<file path="src/hdl/euler_to_quaternion_defines.svh">
// ----------------------------------------------------------------------------
// Assertion macros for the Euler angle to quaternion converter
// Shared helper macros for concurrent checks in the RTL.
// ----------------------------------------------------------------------------
`ifndef EULER_TO_QUATERNION_DEFINES_SVH
`define EULER_TO_QUATERNION_DEFINES_SVH

// Implication checked on every clock edge outside reset.
`define E2Q_ASSERT_IMP(label, clk, rst_n, pre, post) \
    label: assert property (@(posedge clk) disable iff (!rst_n) (pre) |-> (post)) \
        else $error("assertion failed");

// Next-cycle implication checked outside reset.
`define E2Q_ASSERT_NEXT(label, clk, rst_n, pre, post) \
    label: assert property (@(posedge clk) disable iff (!rst_n) (pre) |=> (post)) \
        else $error("assertion failed");

`endif

</file>
<file path="src/hdl/e2q_pkg.sv">
// ----------------------------------------------------------------------------
// e2q_pkg
// Constants and the arctangent table for the Euler angle converter.
// ----------------------------------------------------------------------------
package e2q_pkg;

    localparam int CORDIC_W = 36;
    localparam int TRIG_W = 32;
    localparam logic signed [CORDIC_W-1:0] GAIN_Q32 = 36'sd2608131496;
    localparam logic signed [TRIG_W-1:0] ONE_Q30 = 32'sd1073741824;

    // Arctangent of 2^-i in units of 2^-33 turn.
    function automatic logic signed [CORDIC_W-1:0] atan_step(input int i);
        logic [31:0] t;
        begin
            case (i)
                0: t = 32'd536870912;   1: t = 32'd316933406;
                2: t = 32'd167458907;   3: t = 32'd85004756;
                4: t = 32'd42667331;    5: t = 32'd21354465;
                6: t = 32'd10679838;    7: t = 32'd5340245;
                8: t = 32'd2670163;     9: t = 32'd1335087;
                10: t = 32'd667544;     11: t = 32'd333772;
                12: t = 32'd166886;     13: t = 32'd83443;
                14: t = 32'd41722;      15: t = 32'd20861;
                16: t = 32'd10430;      17: t = 32'd5215;
                18: t = 32'd2608;       19: t = 32'd1304;
                20: t = 32'd652;        21: t = 32'd326;
                22: t = 32'd163;        23: t = 32'd81;
                24: t = 32'd41;         25: t = 32'd20;
                26: t = 32'd10;         27: t = 32'd5;
                28: t = 32'd3;          29: t = 32'd1;
                30: t = 32'd1;
                default: t = 32'd0;
            endcase
            atan_step = $signed({3'b000, t, 1'b0});
        end
    endfunction

    typedef struct packed {
        logic signed [TRIG_W-1:0] c;
        logic signed [TRIG_W-1:0] s;
    } t_trig;

endpackage

</file>
<file path="src/hdl/e2q_cordic.sv">
// ----------------------------------------------------------------------------
// e2q_cordic
// Pipelined rotation-mode CORDIC: cosine and sine of half the input angle.
// ----------------------------------------------------------------------------
module e2q_cordic
    import e2q_pkg::*;
#(
    parameter int ANGLE_BITS = 16,
    parameter int TRIG_ITERATIONS = 16
) (
    input  logic                         i_clk,
    input  logic                         i_en,
    input  logic signed [ANGLE_BITS-1:0] i_angle,
    output t_trig                        o_trig
);

    logic signed [CORDIC_W-1:0] r_x [TRIG_ITERATIONS+1];
    logic signed [CORDIC_W-1:0] r_y [TRIG_ITERATIONS+1];
    logic signed [CORDIC_W-1:0] r_z [TRIG_ITERATIONS+1];
    logic signed [CORDIC_W-1:0] n_z0;
    logic signed [CORDIC_W-1:0] w_xr;
    logic signed [CORDIC_W-1:0] w_yr;
    t_trig r_trig;

    // Half angle in units of 2^-33 turn.
    assign n_z0 = CORDIC_W'(i_angle) <<< (32 - ANGLE_BITS);

    always_ff @(posedge i_clk) begin
        if (i_en) begin
            r_x[0] <= GAIN_Q32;
            r_y[0] <= '0;
            r_z[0] <= n_z0;
        end
    end

    for (genvar g = 0; g < TRIG_ITERATIONS; g++) begin : g_step
        localparam int SH = g % 32;
        always_ff @(posedge i_clk) begin
            if (i_en) begin
                if (!r_z[g][CORDIC_W-1]) begin
                    r_x[g+1] <= r_x[g] - (r_y[g] >>> SH);
                    r_y[g+1] <= r_y[g] + (r_x[g] >>> SH);
                    r_z[g+1] <= r_z[g] - atan_step(SH);
                end else begin
                    r_x[g+1] <= r_x[g] + (r_y[g] >>> SH);
                    r_y[g+1] <= r_y[g] - (r_x[g] >>> SH);
                    r_z[g+1] <= r_z[g] + atan_step(SH);
                end
            end
        end
    end

    assign w_xr = (r_x[TRIG_ITERATIONS] + CORDIC_W'(2)) >>> 2;
    assign w_yr = (r_y[TRIG_ITERATIONS] + CORDIC_W'(2)) >>> 2;

    function automatic logic signed [TRIG_W-1:0] clamp(input logic signed [CORDIC_W-1:0] v);
        if (v > CORDIC_W'(ONE_Q30))       clamp = ONE_Q30;
        else if (v < -CORDIC_W'(ONE_Q30)) clamp = -ONE_Q30;
        else                               clamp = v[TRIG_W-1:0];
    endfunction

    always_ff @(posedge i_clk) begin
        if (i_en) begin
            r_trig.c <= clamp(w_xr);
            r_trig.s <= clamp(w_yr);
        end
    end

    assign o_trig = r_trig;

endmodule

</file>
<file path="config.mk">
export PLATFORM = sky130hd
export DESIGN_NAME = e2q_cordic
export DESIGN_NICKNAME = d
export VERILOG_FILES = /design/src/hdl/euler_to_quaternion_defines.svh /design/src/hdl/e2q_pkg.sv /design/src/hdl/e2q_cordic.sv
export SDC_FILE = /design/constraint.sdc
export NUM_CORES = 2
export LEC_CHECK = 0
export BUFFER_PORTS_ARGS = -buffer_cell sky130_fd_sc_hd__buf_2
export CAP_MARGIN = 15
export CORE_UTILIZATION = 44
export DETAILED_ROUTE_END_ITERATION = 10
export SETUP_SLACK_MARGIN = 0.05
export SYNTH_ARGS = -nofsm -noshare
export SYNTH_HDL_FRONTEND = slang
export SYNTH_SLANG_ARGS = --single-unit
export TNS_END_PERCENT = 10
</file>
<file path="constraint.sdc">
create_clock -name i_clk -period 8.65 [get_ports i_clk]
set_input_delay 1.73 -clock i_clk [delete_from_list [all_inputs] [get_ports i_clk]]
set_output_delay 1.73 -clock i_clk [all_outputs]
set_load 0.03 [all_outputs]
</file>
---- Word-level counts from Yosys, hierarchy flattened ----
Memory sizes are Yosys's and may differ from the RTL's.
Index checks and enable logic that the tools add are counted.
word-level totals
  register bits ........................... 64
  latch bits .............................. 0
  bits in writable memories ............... 1836
  ROM bits ................................ 0
  bits of input ports ..................... 18
  memories kept ........................... 3
operators by class
  add/sub/neg operators ................... 97
  $mul .................................... 0
  divide/modulo/power cells ............... 0
  $lt $le $gt $ge ......................... 4
  equal/unequal tests ..................... 0
  shifts and indexed selects .............. 0
  multiplexer cells ....................... 148
  bitwise gates (word level) .............. 48
  reductions and logical operators ........ 2
memory list
  name  depth  width  rd ports  clocked after Yosys merged registers in  wr ports  line              RTL
  r_x   17     36     17        0                                        17        e2q_cordic.sv:17  logic signed [CORDIC_W-1:0] r_x [TRIG_ITERATIONS+1];
  r_y   17     36     17        0                                        17        e2q_cordic.sv:18  logic signed [CORDIC_W-1:0] r_y [TRIG_ITERATIONS+1];
  r_z   17     36     16        0                                        17        e2q_cordic.sv:19  logic signed [CORDIC_W-1:0] r_z [TRIG_ITERATIONS+1];
operators with widths
  cell                                            count
  two-way mux 36 bit                              48
  two-way mux 1 bit                               98
  adder 36 x 21 -> 36 bit                         2
  adder 36 x 22 -> 36 bit                         2
  adder 36 x 23 -> 36 bit                         2
  adder 36 x 24 -> 36 bit                         2
  adder 36 x 25 -> 36 bit                         2
  adder 36 x 26 -> 36 bit                         2
  adder 36 x 27 -> 36 bit                         2
  adder 36 x 28 -> 36 bit                         2
  adder 36 x 29 -> 36 bit                         2
  adder 36 x 3 -> 36 bit (second input constant)  2
  adder 36 x 30 -> 36 bit                         2
  adder 36 x 31 -> 36 bit                         2
  adder 36 x 32 -> 36 bit                         2
  adder 36 x 33 -> 36 bit                         2
  adder 36 x 34 -> 36 bit                         2
  adder 36 x 35 -> 36 bit                         2
  subtractor 36 x 21 -> 36 bit                    2
  subtractor 36 x 22 -> 36 bit                    2
  subtractor 36 x 23 -> 36 bit                    2
  subtractor 36 x 24 -> 36 bit                    2
  subtractor 36 x 25 -> 36 bit                    2
  subtractor 36 x 26 -> 36 bit                    2
  48 further kinds                                109

---- Longest topological paths before layout ----
An unclocked memory read counts as a cell.
  depth after elaboration ................. 5
  depth in mapped cells ................... 24

---- Worst setup path before layout ----
OpenSTA, ideal clock, no wires.
  path kind ............................... input -> register
  from .................................... input i_en
  to ...................................... memory r_x[9][34], data pin
  arrival ................................. 6.456 ns
  data required time ...................... 8.386 ns
  path slack .............................. 1.931 ns
  stages on the path ...................... 21
  path through ............................ buf_2 > clkbuf_1 > clkbuf_1 > nand2_1 > inv_1 > clkbuf_1 > buf_1 > nor2_1 > xor2_1 > ha_1 > a21o_1 > a21oi_2 > o21ai_0 > a2111oi_0 > o21bai_1 > a311oi_1 > o21a_1 > o21a_1 > o31ai_1 > a221oi_1 > xnor2_1
RTL lines
  item                line              RTL
  start: declaration  e2q_cordic.sv:12  input logic i_en,
  end: declaration    e2q_cordic.sv:17

==> metrics.md <==
| Metric | Value |
|---|---|
| Grt total ovfl | 0 |
| Reg clk slew, reported paths | 0.06 ns |
| Status | completed |
| # fillers | ~28000 |
| Final estimated routing congestion in global placement | ~0.91 |
| Die Ht | ~550 um |
| Number of global-route vias before repair | 96700 |
| Worst EP required | around 9.2 ns |
| Final max-slew violation count | 0 |
| Layout cells sized above 1 | 4.63% |
| CP Capture Type | flip-flop |
| Kind of critical path | input pin to flip-flop |
| Starting Density | ~44% |
| Max_slew headroom | between 20% and 30% |
| Worst EP arrival | ~7.1 ns |
| Clk Latency, worst-skew pair | between 0.8 and 0.9 ns |
| Max Freq | 153 MHz |
| Crit-path leading delay family | compound AO/OA/AOI/OAI gates |
| DRT antenna net count | 0 |
| CP Depth | 16 |
| Clock Sinks | 1575 |
| Area grow syn2layout | 8.42% |
| Slew @ Worst Pin | ~1.2 ns |
| Synth Register Bits | roughly 1600 |
| Number of synthesized flops with an enable pin | between 1500 and 2000 |
| First-pass GRT wire length | between 500 and 600 mm |
| Post-route minimum period | between 6 and 7 ns |
| Cells on Worst Hold Path | 0 |
| # hold bufs at CTS | 0 |
| Fin crit share | approximately 76% |
| Avg WL per Cell | ~19 um |
| Final WS setup | between 2 and 2.5 ns |
| Mapped Area | around 130000 um2 |
| Port Buf Inserts | approximately 80 |
| Die Area | 302000 um2 |
| Mapped Cells | 13700 |
| Drt pass-1 iters | 6 |
| Area contributors post-synth | edfxtp_1, ha_1, xnor2_1 |
| Synth warnings | 0 |
| CTS root buf | clkbuf_16 |
| Fin util | 48.1% |
| Setup bufs post-CTS | 0 |
| Synth top area share | a little over a third |
| Largest net degree at the start of global routing | approximately 170 |
| Main synth FF type | edfxtp_1 |
| Register Area | 47300 um2 |
| TritonCTS clock tree | done |
| H-tree depth | 4 |
| Clock Skews | 0.0528 ns |
| Final count of hold timing violations | 0 |
| Post-Place Worst Slack | between 1 and 1.5 ns |
| Ports | between 80 and 90 |
| Cts repair resizes | 0 |
| Top cell type by total area after synthesis | edfxtp_1 |
| Vias per std cell | 5.65 |
| Setup TNS | 0 ns |
| Die Width | between 500 and 600 um |
| Remaining DRCs | 0 |
| Tot GR Track Use | around 21% |
| Post-DP HPWL | ~260 mm |
| Critical path launch point type | input pin |
| Max-Cap Viols | 0 |
| Yosys cell types | ~110 |
| Cts bufs inserted | between 150 and 200 |
| RSZ-0062 raised after global routing | no |
| Routed via count | roughly 100k |
| Syn_nets | between 15000 and 20000 |
| CP Buf/Inv Count | 2 |
| Final WL | 332 mm |
| Fin nets | about 15000 |
| Cell Rows | 200 |
| Core area | 298000 um2 |
| Asr flop ratio synth | 0% |
| DR iter-0 viols | a little under 6000 |
| Max clock buf depth | 4 |
| Cells on worst reg2reg path | 18 |
| Antenna violations before repair | 3 |
| Final hold slack | between 0.4 and 0.5 ns |
| CP Max Fanout | approximately 80 |
| Finish-stage setup viols | 0 |
| Hold Path Class | flip-flop to flip-flop |
| Crit-path max cell delay | ~0.66 ns |
| Worst path slowest cell | nand2_2 |
| Post-synthesis sequential area ratio | around 36% |
| Multi-input logic area | approximately 80000 um2 |
| Crit-path cells | buf_12 -> nand2_2 -> buf_4 -> o21ai_0 -> fa_1 -> a21o_1 -> a21oi_2 -> o21ai_0 -> a2111oi_0 -> o21bai_1 -> a311oi_1 -> o21a_1 -> o21a_1 -> nor2_1 -> o41ai_1 -> xnor2_1 |
| Avg Inst Size Synth | 9.64 um2 |
==> synth_stat cells (48+ instances only) <==
cell and count:
mux2i_1 68, or2_2 59, o21ai_0 739, a211oi_1 112, nand2_1 774, nor2_1 1093
nor2b_1 179, o21a_1 228, o41ai_1 49, a31oi_1 135, xnor2_1 1284, and3_1 136
nand4_1 118, and2_1 79, clkbuf_1 178, nor4_1 80, a21o_1 688, nor3_1 314
o31ai_1 138, a21boi_0 56, edfxtp_1 1575, inv_1 542, ha_1 1450, a21oi_1 1334
o211ai_1 49, o21bai_1 152, nand2b_1 212, mux2_2 48, xor2_1 688, or3_1 108
nand3_1 261
==> final timing paths <==
path / end / from / slack, ns
max: r_x[9][28] / i_en / 2.10
min: r_z[1][29] / r_z[0][29] / 0.42
max reg2reg: r_y[7][32] / r_x[6][10] / 2.57
min reg2reg: r_z[1][29] / r_z[0][29] / 0.42
==> per-layer routing <==
layer	vias to the layer above	GRT usage, %	part of all wire [%]	wire [um]
li1	51200	-	-	-
met1	47400	26.1	43	143000
met2	1854	39.1	50	166000
met3	590	1.88	3.4	11200
met4	0	7.52	3.5	11600
met5	-	0	0	0
==> flip-flops by register name, indices dropped and copies added, names as in the netlist <==
| signal | flops |
|---|---|
| r_y | 536 |
| r_x | 510 |
| r_z | 465 |
| o_trig | 64 |
==> logic make-up after synthesis <==
family                   Yosys count  synth area share [%]
AO/OA/AOI/OAI                   4117                  19.9
XOR/XNOR                        1973                  13.1
adder cells (fa/ha/maj)         1493                  14.4
buffers and inverters            770                  2.22
flip-flops                      1575                  35.9
multiplexers                     118                 0.955
AND/OR/NAND/NOR                 3635                  13.5
==> area by class of cell <==
class / count / area share [%]
repair buffers: 143 / 0.649
well taps: 3939 / 3.45
multi-input cells: 11300 / 57.1
clock inverters: 121 / 0.796
clock buffers: 225 / 3.46
flip-flops and latches: 1575 / 33.1
diodes: 2 / 0.00350
inverters: 548 / 1.44
==> placed cells by master (no fill, tap or decap), types with 108 or more instances in the layout <==
cell,n
edfxtp_1,1575
ha_1,1450
a21oi_1,1334
xnor2_1,1284
nor2_1,1093
nand2_1,762
o21ai_0,739
xor2_1,688
a21o_1,688
inv_1,538
nor3_1,314
nand3_1,261
o21a_1,228
nand2b_1,212
clkbuf_16,193
nor2b_1,179
o21bai_1,152
o31ai_1,138
and3_1,136
a31oi_1,135
nand4_1,118
a211oi_1,112
or3_1,108
==> stage by stage <==
step,cell area [um2],instances
6_report,143000,17900
5_1_grt,143000,17900
4_1_cts,143000,17900
3_5_place_dp,137000,17500
3_3_place_gp,137000,17500
2_1_floorplan,132000,13700
Power is not shown: default switching activity piles up to over one toggle a cycle in this logic, so the estimate is an artifact.
